===== config.mk =====
export PLATFORM = sky130hd
export DESIGN_NAME = base64_stream_decoder_unit
export DESIGN_NICKNAME = d
export VERILOG_FILES = /design/src/b64d_pkg.sv /design/src/b64d_core.sv /design/src/b64d_out_buf.sv /design/src/base64_stream_decoder_unit.sv
export SDC_FILE = /design/constraint.sdc
export NUM_CORES = 1
export LEC_CHECK = 0
export ABC_AREA = 0
export BUFFER_PORTS_ARGS = -buffer_cell sky130_fd_sc_hd__buf_2
export CORE_MARGIN = 2
export CORE_UTILIZATION = 40
export CTS_BUF_LIST = sky130_fd_sc_hd__clkbuf_16
export DETAILED_ROUTE_END_ITERATION = 12
export PLACE_DENSITY = 0.63
export SETUP_SLACK_MARGIN = 0.15
export SLEW_MARGIN = 20
export SYNTH_ARGS = -nofsm -noshare
export SYNTH_HDL_FRONTEND = slang
export SYNTH_HIERARCHICAL = 1
export SYNTH_SLANG_ARGS = --single-unit
export TNS_END_PERCENT = 5

===== constraint.sdc =====
create_clock -name clock -period 21.5 [get_ports clock]
set_input_delay 4.3 -clock clock [delete_from_list [all_inputs] [get_ports clock]]
set_output_delay 4.3 -clock clock [all_outputs]
set_load 0.05 [all_outputs]

===== src/b64d_pkg.sv =====
// Shared types, codes and the alphabet lookup of the base64 stream decoder.
package b64d_pkg;

   localparam int COUNT_WIDTH_DEF = 16;

   localparam logic       CMD_TEXT     = 1'b0;
   localparam logic       CMD_END      = 1'b1;
   localparam logic       KIND_DATA    = 1'b0;
   localparam logic       KIND_STATUS  = 1'b1;
   localparam logic [7:0] PAD_CHAR     = 8'h3d;   // '='
   localparam logic [6:0] NO_SEXTET    = 7'd64;
   localparam logic [15:0] CAP_RESET   = 16'hffff;

   typedef struct packed {
      logic        kind;
      logic [7:0]  data_byte;
      logic        failed;
      logic [15:0] byte_total;
      logic        last;
   } result_type;

   // Up to three result words made by one item, oldest in word[0].
   typedef struct packed {
      logic [1:0]           count;
      result_type [2:0]     word;
   } burst_type;

   function automatic logic [6:0] sextet_of(input logic [7:0] c);
      logic [6:0] s;
      s = NO_SEXTET;
      if (c inside {[8'h41:8'h5a]}) begin
         s = 7'(c - 8'h41);
      end else if (c inside {[8'h61:8'h7a]}) begin
         s = 7'(c - 8'h61 + 8'd26);
      end else if (c inside {[8'h30:8'h39]}) begin
         s = 7'(c - 8'h30 + 8'd52);
      end else if (c == 8'h2b) begin
         s = 7'd62;
      end else if (c == 8'h2f) begin
         s = 7'd63;
      end
      return s;
   endfunction

   function automatic result_type make_data(input logic [7:0] b);
      result_type r;
      r.kind       = KIND_DATA;
      r.data_byte  = b;
      r.failed     = 1'b0;
      r.byte_total = 16'd0;
      r.last       = 1'b0;
      return r;
   endfunction

   function automatic result_type make_status(input logic fail, input logic [15:0] total);
      result_type r;
      r.kind       = KIND_STATUS;
      r.data_byte  = 8'd0;
      r.failed     = fail;
      r.byte_total = fail ? 16'd0 : total;
      r.last       = 1'b1;
      return r;
   endfunction

endpackage


===== src/b64d_core.sv =====
// Decode logic and per-text state: one item in, a burst of result words out.
module b64d_core #(
   parameter int COUNT_WIDTH = b64d_pkg::COUNT_WIDTH_DEF
) (
   input  logic                  clock,
   input  logic                  reset,
   input  logic                  item_command,
   input  logic [7:0]            item_char,
   input  logic [15:0]           capacity,
   input  logic                  advance,
   output b64d_pkg::burst_type   burst
);
   import b64d_pkg::*;

   localparam int CMP_W = ((COUNT_WIDTH > 16) ? COUNT_WIDTH : 16) + 1;

   logic [1:0]             pos_ff, pos_in;
   logic [17:0]            acc_ff, acc_in;
   logic [1:0]             pad_ff, pad_in;
   logic                   pdone_ff, pdone_in;
   logic [15:0]            pend_ff, pend_in;
   logic [1:0]             pcnt_ff, pcnt_in;
   logic                   err_ff, err_in;
   logic [COUNT_WIDTH-1:0] emit_ff, emit_in;

   logic                   is_pad;
   logic [6:0]             sx;
   logic [5:0]             s6;
   logic [1:0]             pad_nx;
   logic [23:0]            quad;
   logic [CMP_W-1:0]       emit_x;
   logic [CMP_W-1:0]       cap_x;
   logic                   fits1, fits2, fits3;
   logic [COUNT_WIDTH-1:0] total_sum;
   logic [15:0]            total16;
   logic                   end_bad;

   always_comb begin
      is_pad    = (item_char == PAD_CHAR);
      sx        = sextet_of(item_char);
      s6        = is_pad ? 6'd0 : sx[5:0];
      pad_nx    = pad_ff + {1'b0, is_pad};
      quad      = {acc_ff, s6};
      emit_x    = CMP_W'(emit_ff);
      cap_x     = CMP_W'(capacity);
      fits1     = (emit_x + CMP_W'(1)) <= cap_x;
      fits2     = (emit_x + CMP_W'(2)) <= cap_x;
      fits3     = (emit_x + CMP_W'(3)) <= cap_x;
      total_sum = emit_ff + COUNT_WIDTH'(pcnt_ff);
      total16   = 16'(total_sum);
      end_bad   = err_ff | (pos_ff != 2'd0);

      pos_in   = pos_ff;
      acc_in   = acc_ff;
      pad_in   = pad_ff;
      pdone_in = pdone_ff;
      pend_in  = pend_ff;
      pcnt_in  = pcnt_ff;
      err_in   = err_ff;
      emit_in  = emit_ff;

      burst.count   = 2'd0;
      burst.word[0] = make_status(1'b1, 16'd0);
      burst.word[1] = make_status(1'b1, 16'd0);
      burst.word[2] = make_status(1'b1, 16'd0);

      if (item_command == CMD_END) begin
         // End of text: flush held bytes on success, then the status word.
         if (end_bad) begin
            burst.count   = 2'd1;
            burst.word[0] = make_status(1'b1, 16'd0);
         end else if (pcnt_ff == 2'd2) begin
            burst.count   = 2'd3;
            burst.word[0] = make_data(pend_ff[15:8]);
            burst.word[1] = make_data(pend_ff[7:0]);
            burst.word[2] = make_status(1'b0, total16);
         end else if (pcnt_ff == 2'd1) begin
            burst.count   = 2'd2;
            burst.word[0] = make_data(pend_ff[15:8]);
            burst.word[1] = make_status(1'b0, total16);
         end else begin
            burst.count   = 2'd1;
            burst.word[0] = make_status(1'b0, total16);
         end
         pos_in   = 2'd0;
         acc_in   = 18'd0;
         pad_in   = 2'd0;
         pdone_in = 1'b0;
         pend_in  = 16'd0;
         pcnt_in  = 2'd0;
         err_in   = 1'b0;
         emit_in  = '0;
      end else if (err_ff) begin
         // swallowed until end of text
      end else if (pdone_ff) begin
         err_in = 1'b1;
      end else if (!is_pad && sx == NO_SEXTET) begin
         err_in = 1'b1;
      end else if (is_pad && pos_ff < 2'd2) begin
         err_in = 1'b1;
      end else if (!is_pad && pad_ff != 2'd0) begin
         err_in = 1'b1;
      end else if (pos_ff != 2'd3) begin
         acc_in = {acc_ff[11:0], s6};
         pos_in = pos_ff + 2'd1;
         pad_in = pad_nx;
      end else begin
         pos_in = 2'd0;
         acc_in = 18'd0;
         pad_in = pad_nx;
         if (pad_nx == 2'd0) begin
            if (!fits3) begin
               err_in = 1'b1;
            end else begin
               burst.count   = 2'd3;
               burst.word[0] = make_data(quad[23:16]);
               burst.word[1] = make_data(quad[15:8]);
               burst.word[2] = make_data(quad[7:0]);
               emit_in       = emit_ff + COUNT_WIDTH'(3);
            end
         end else if (pad_nx == 2'd1) begin
            if (!fits2) begin
               err_in = 1'b1;
            end else begin
               pend_in  = quad[23:8];
               pcnt_in  = 2'd2;
               pdone_in = 1'b1;
            end
         end else begin
            if (!fits1) begin
               err_in = 1'b1;
            end else begin
               pend_in  = {quad[23:16], 8'd0};
               pcnt_in  = 2'd1;
               pdone_in = 1'b1;
            end
         end
      end
   end

   always_ff @(posedge clock) begin
      if (reset) begin
         pos_ff   <= 2'd0;
         acc_ff   <= 18'd0;
         pad_ff   <= 2'd0;
         pdone_ff <= 1'b0;
         pend_ff  <= 16'd0;
         pcnt_ff  <= 2'd0;
         err_ff   <= 1'b0;
         emit_ff  <= '0;
      end else if (advance) begin
         pos_ff   <= pos_in;
         acc_ff   <= acc_in;
         pad_ff   <= pad_in;
         pdone_ff <= pdone_in;
         pend_ff  <= pend_in;
         pcnt_ff  <= pcnt_in;
         err_ff   <= err_in;
         emit_ff  <= emit_in;
      end
   end

`ifndef ASSERT_OFF
   // Held bytes exist exactly when a padded quad has completed.
   a_pend_match: assert property (@(posedge clock) disable iff (reset)
      (pcnt_ff != 2'd0) == pdone_ff)
      else $error("held byte count disagrees with padded quad flag");
   // Padding is only ever seen at the last two quad positions.
   a_pad_max: assert property (@(posedge clock) disable iff (reset)
      pad_ff != 2'd3)
      else $error("pad count out of range");
   // Once a padded quad is done, no further quad can be in progress.
   a_pdone_pos: assert property (@(posedge clock) disable iff (reset)
      pdone_ff |-> pos_ff == 2'd0)
      else $error("quad started after padding");
`endif

endmodule


===== src/b64d_out_buf.sv =====
// Result register: holds a burst of up to three words and drains one per cycle while rsp_stall is low.
module b64d_out_buf (
   input  logic                  clock,
   input  logic                  reset,
   input  logic                  load,
   input  b64d_pkg::burst_type   burst,
   input  logic                  rsp_stall,
   output logic                  free,
   output logic                  rsp_valid,
   output b64d_pkg::result_type  head
);
   import b64d_pkg::*;

   result_type [2:0] word_ff, word_in;
   logic [1:0]       cnt_ff, cnt_in;
   logic             pop;

   always_comb begin
      pop       = (cnt_ff != 2'd0) & ~rsp_stall;
      free      = (cnt_ff == 2'd0) | ((cnt_ff == 2'd1) & pop);
      rsp_valid = (cnt_ff != 2'd0);
      head      = word_ff[0];
      word_in   = word_ff;
      cnt_in    = cnt_ff;
      if (load) begin
         word_in = burst.word;
         cnt_in  = burst.count;
      end else if (pop) begin
         word_in[0] = word_ff[1];
         word_in[1] = word_ff[2];
         cnt_in     = cnt_ff - 2'd1;
      end
   end

   always_ff @(posedge clock) begin
      if (reset) begin
         cnt_ff <= 2'd0;
      end else begin
         cnt_ff <= cnt_in;
      end
   end

   always_ff @(posedge clock) begin
      word_ff <= word_in;
   end

`ifndef ASSERT_OFF
   // A burst is only loaded once the previous one is fully taken.
   a_load_free: assert property (@(posedge clock) disable iff (reset)
      load |-> free)
      else $error("burst loaded over pending words");
   // A failed status never reports a byte total.
   a_fail_total: assert property (@(posedge clock) disable iff (reset)
      (rsp_valid && head.kind == KIND_STATUS && head.failed) |-> head.byte_total == 16'd0)
      else $error("failed status with nonzero total");
   // Status words are always flagged last, data words never.
   a_last_kind: assert property (@(posedge clock) disable iff (reset)
      rsp_valid |-> head.last == head.kind)
      else $error("last flag does not follow word kind");
`endif

endmodule


===== src/base64_stream_decoder_unit.sv =====
// Top level of the streaming base64 decoder.
//
// Usage:
//  - req_ channel: one word per character (req_command = 0, req_char_code =
//    ASCII code), closed by one end-of-text word (req_command = 1).
//  - rsp_ channel: decoded bytes (rsp_kind = 0) as quads complete, then one
//    status word (rsp_kind = 1, rsp_last = 1) per end-of-text with
//    rsp_failed and rsp_byte_total. Bytes of a padded final quad come out
//    only with the end-of-text word.
//  - csr_ channel: writes the byte capacity; always ready. Write it only
//    while the decoder is idle.
// An accepted word is held in the input register and decoded there; its
// results are registered in the result buffer and presented from it.
// Throughput: one input word per cycle as long as the result buffer can
// take its burst; a word that yields k results (at most 3) holds the result
// port until all k have drained, one word per cycle while rsp_stall is
// low. Words that yield nothing never wait on the result side.
// Reset: all per-text state cleared, capacity back to 65535, no results
// pending. When rsp_stall is high the current result holds; the decoder
// keeps absorbing words until a new burst needs the result buffer, and only
// then raises req_stall.
module base64_stream_decoder_unit #(
   parameter int COUNT_WIDTH = b64d_pkg::COUNT_WIDTH_DEF
) (
   input  logic        clock,
   input  logic        reset,
   input  logic        req_valid,
   output logic        req_stall,
   input  logic        req_command,
   input  logic [7:0]  req_char_code,
   output logic        rsp_valid,
   input  logic        rsp_stall,
   output logic        rsp_kind,
   output logic [7:0]  rsp_data_byte,
   output logic        rsp_failed,
   output logic [15:0] rsp_byte_total,
   output logic        rsp_last,
   input  logic        csr_valid,
   output logic        csr_ready,
   input  logic [15:0] csr_capacity
);
   import b64d_pkg::*;

   // input register
   logic        in_vld_ff, in_vld_in;
   logic        cmd_ff;
   logic [7:0]  char_ff;
   logic [15:0] cap_ff;

   logic        accept;
   logic        advance;
   logic        buf_free;
   logic        load;
   burst_type   burst;
   result_type  head;

   // An item leaves the input register when its results (if any) fit into
   // the result buffer; silent items always pass.
   assign advance   = in_vld_ff & ((burst.count == 2'd0) | buf_free);
   assign load      = advance & (burst.count != 2'd0);
   assign req_stall = in_vld_ff & ~advance;
   assign accept    = req_valid & ~req_stall;
   assign in_vld_in = accept | (in_vld_ff & ~advance);
   assign csr_ready = 1'b1;

   always_ff @(posedge clock) begin
      if (reset) begin
         in_vld_ff <= 1'b0;
         cap_ff    <= CAP_RESET;
      end else begin
         in_vld_ff <= in_vld_in;
         if (csr_valid) begin
            cap_ff <= csr_capacity;
         end
      end
   end

   always_ff @(posedge clock) begin
      if (accept) begin
         cmd_ff  <= req_command;
         char_ff <= req_char_code;
      end
   end

   b64d_core #(
      .COUNT_WIDTH(COUNT_WIDTH)
   ) u_core (
      .clock        (clock),
      .reset        (reset),
      .item_command (cmd_ff),
      .item_char    (char_ff),
      .capacity     (cap_ff),
      .advance      (advance),
      .burst        (burst)
   );

   b64d_out_buf u_out (
      .clock     (clock),
      .reset     (reset),
      .load      (load),
      .burst     (burst),
      .rsp_stall (rsp_stall),
      .free      (buf_free),
      .rsp_valid (rsp_valid),
      .head      (head)
   );

   assign rsp_kind       = head.kind;
   assign rsp_data_byte  = head.data_byte;
   assign rsp_failed     = head.failed;
   assign rsp_byte_total = head.byte_total;
   assign rsp_last       = head.last;

`ifndef ASSERT_OFF
   // A word waiting in the input register is stalled only behind a busy buffer.
   a_stall_cause: assert property (@(posedge clock) disable iff (reset)
      req_stall |-> (in_vld_ff && !buf_free))
      else $error("input stalled without a busy result buffer");
   // A stalled input word stays in the input register.
   a_hold_item: assert property (@(posedge clock) disable iff (reset)
      req_stall |=> in_vld_ff)
      else $error("stalled word was dropped");
   // An end-of-text word always produces at least its status word.
   a_end_status: assert property (@(posedge clock) disable iff (reset)
      (in_vld_ff && cmd_ff == CMD_END) |-> burst.count != 2'd0)
      else $error("end of text without status");
`endif

endmodule

==> flow_metrics.env <==
export IMPL_outcome="finished clean"
export IMPL_yosysTopAreaCellShare_pct=26.5
export IMPL_p_int_w=0.000539
export IMPL_postCtsSetupRepairBufs=0
export IMPL_cts_root_buffer="clkbuf_16"
export IMPL_insertion_delay_ns=0.43
export IMPL_area_delta_synth_final_pct=7.98
export IMPL_wl_per_cell_um=16.1
export IMPL_synth_top_family_by_area="simple AND/OR/NAND/NOR gates"
export IMPL_synth_compound_area_share_pct=12.5
export IMPL_async_flop_share_pct=0
export IMPL_cts_resized=0
export IMPL_antenna_found_initial=0
export IMPL_fmax_mhz=100
export IMPL_min_period_over_period_pct=46.5
export IMPL_synth_edf_count=90
export IMPL_grt_setup_unrepaired="false"
export IMPL_dp_hpwl_mm=15.3
export IMPL_fp_row_count=58
export IMPL_power_density_nw_per_um2=68.1
export IMPL_post_route_util_pct=43.8
export IMPL_n_antenna_cell=0
export IMPL_netSwitchingPower_w=0.000210
export IMPL_drc=0
export IMPL_power_share_switching_pct=28.1
export IMPL_htree_num_levels=4
export IMPL_start_util_pct=40.6
export IMPL_ant_nets=0
export IMPL_slew_viol_final=0
export IMPL_peakVddDrop_mv=0.0492
export IMPL_yosysTopAreaCell="edfxtp_1"
export IMPL_regArea_um2=4240
export IMPL_whs_ns=0.457
export IMPL_required_ns=17.20
export IMPL_seq_area_frac_synth_pct=41.7
export IMPL_seq_power_share_pct=48.3
export IMPL_syn_instance_count=1031
export IMPL_yosys_top_cells_count="nor2_1 (100), nand2_1 (99), edfxtp_1 (90), dfxtp_1 (77), ha_1 (69)"
export IMPL_core_um2=25100
export IMPL_place_ws_ns=11.84
export IMPL_cts_buffers=17
export IMPL_crit_arrival_ns=5.69
export IMPL_avgSynthCellArea_um2=9.88
export IMPL_wl_mm=22.0
export IMPL_leakage_nw=4.42
export IMPL_clk_path_buf_depth=2
export IMPL_path_class="reg -> out"
export IMPL_p_comb_share_pct=11.5
export IMPL_cts_tree="done"
export IMPL_grt_max_degree=58
export IMPL_synth_xor_area_share_pct=5.16
export IMPL_yosysMostFrequentCell="nor2_1"
export IMPL_synthAdderAreaFrac_pct=8.67
export IMPL_worstMarginPinSlew_ns=1.01
export IMPL_clkSinkCount=167
export IMPL_end_kind="primary output"
export IMPL_num_vias=7176
export IMPL_die_h_um=164
export IMPL_grt_pass1_vias=6859
export IMPL_multi_input_area_um2=5230
export IMPL_start_kind="flip-flop"
export IMPL_finalClockSkew_ns=0.00775
export IMPL_synthesis_nets=1131
export IMPL_ys_warn_count=6
export IMPL_fillCellCount=2476
export IMPL_viasPerCell=5.23
export IMPL_ys_flop_type="edfxtp_1"
export IMPL_hold_path_class="reg -> reg"
export IMPL_clkPwrFrac_pct=40.1
export IMPL_ys_ff_latch=167
export IMPL_finalNetCount=1128
export IMPL_grt_usage_pct=17.1
export IMPL_synthTopCellsByArea="edfxtp_1 (27%), dfxtp_1 (15%), ha_1 (8.5%)"
export IMPL_final_hold_viol_count=0
export IMPL_synth_simple_area_share_pct=17.0
export IMPL_period_minus_slack_ns=9.99
export IMPL_fin_tns_setup_ns=0
export IMPL_setup_viol_count_final=0
export IMPL_dieArea_um2=26800
export IMPL_synthMuxAreaShare_pct=7.85
export IMPL_worstPathMaxFanout=23
export IMPL_fp_dieW_um=164
export IMPL_clkTransAtPathRegs_ns=0.07
export IMPL_syn_area_um2=10200
export IMPL_io_buffers=58
export IMPL_dr_pass1_iters=4
export IMPL_maxCapViolations=0
export IMPL_io_pins=60
export IMPL_gp_congestion=0.890
export IMPL_synthDistinctLibCells=87
export IMPL_drt_initial_drc_count=375
export IMPL_postCtsHoldBufs=0
export IMPL_drive_gt1_share_pct=16.9
export IMPL_grt_overflow=0
export IMPL_grt_pass1_wl_mm=36.2
export IMPL_finalPower_w=0.000749
export IMPL_layout_setup_ws_ns=11.51
export IMPL_relSlewSlack_pct=32.2
==> sequential cells by signal (all words and copies together), names as in the netlist <==
name and cells:
in_vld_ff 1, u_core/pad_ff 2, u_out/cnt_ff 2, u_core/pend_ff 16
cmd_ff 1, u_core/emit_ff 16, u_core/pcnt_ff 2, u_core/pos_ff 2
u_out/word_ff 54, u_out/head 27, u_core/err_ff 1, cap_ff 16
u_core/pdone_ff 1, char_ff 8, u_core/acc_ff 18
==> cell type report <==
cell class	instances	area share [%]
clock buffers	17	3.87
clock inverters	15	1.46
inverters	49	1.67
multi-input cells	728	47.5
flip-flops and latches	167	38.6
well taps	330	3.75
repair buffers	65	3.12
==> power by group through the flow <==
| stage | registers [W] | logic, W | clock network, W |
|---|---|---|---|
| 2_1_floorplan | 0.000368 | 0.0000734 | 0 |
| 3_3_place_gp | 0.000369 | 0.0000857 | 0 |
| 3_5_place_dp | 0.000369 | 0.0000866 | 0 |
| 4_1_cts | 0.000362 | 0.0000870 | 0.000309 |
| 5_1_grt | 0.000364 | 0.0000946 | 0.000321 |
| 6_report | 0.000362 | 0.0000863 | 0.000301 |
==> routing by layer <==
| metal | wire length (um) | GRT usage (%) |
|---|---|---|
| met1 | 11600 | 26.7 |
| met5 | 0 | 0 |
| met4 | 317 | 5.54 |
| met2 | 9100 | 24.0 |
| met3 | 987 | 2.51 |
==> worst max-delay path, cell delays in order, from the launching register on <==
cell and delay [ns]:
dfxtp_1 0.61, ha_1 0.37, a21oi_1 0.14, nor2_1 0.29, nand3_1 0.29, nor2_1 0.20
xor2_1 0.11, ha_1 0.32, nand4_1 0.13, or4_1 0.57, o22ai_1 0.17, a31o_2 0.20
nand2_2 0.11, nor4_4 0.21, buf_4 0.32, inv_2 0.14, o21ai_0 0.16, o21ai_0 0.25
nor2_1 0.33, buf_2 0.33
==> path summary, 6_finish.rpt <==
kind	from	endpoint	slack [ns]	cells after the start
min	u_core/pend_ff[7]$_SDFFE_PP0P_	u_core/pend_ff[7]$_SDFFE_PP0P_	0.46	2
max reg2reg	u_core/emit_ff[2]$_SDFFE_PP0P_	u_out/word_ff[46]$_DFFE_PP_	14.77	20
max	u_core/emit_ff[2]$_SDFFE_PP0P_	req_stall	11.51	19
min reg2reg	u_core/pend_ff[7]$_SDFFE_PP0P_	u_core/pend_ff[7]$_SDFFE_PP0P_	0.46	2
==> stage by stage <==
stage / instance area [um^2] / instances
floorplan: 10200 / 1031
global placement: 10400 / 1339
detailed placement: 10400 / 1339
CTS: 11000 / 1371
global route: 11000 / 1371
finish: 11000 / 1371
==> layout by cell type (no fill, tap or decap), types with 32 or more instances in the layout <==
master / instances
nand3_1: 33
ha_1: 69
edfxtp_1: 90
dfxtp_1: 77
mux2_2: 49
inv_1: 48
nand2_1: 99
nor2_1: 99
o21ai_0: 33
buf_2: 58
xnor2_1: 32
==> cell families after synthesis <==
family	after synthesis
adder cells (fa/ha/maj)	70
multiplexers	73
XOR/XNOR	60
other	1
buffers and inverters	136
AND/OR/NAND/NOR	352
flip-flops	167
AO/OA/AOI/OAI	172
No activity file was read; power rests on OpenSTA's default activity.
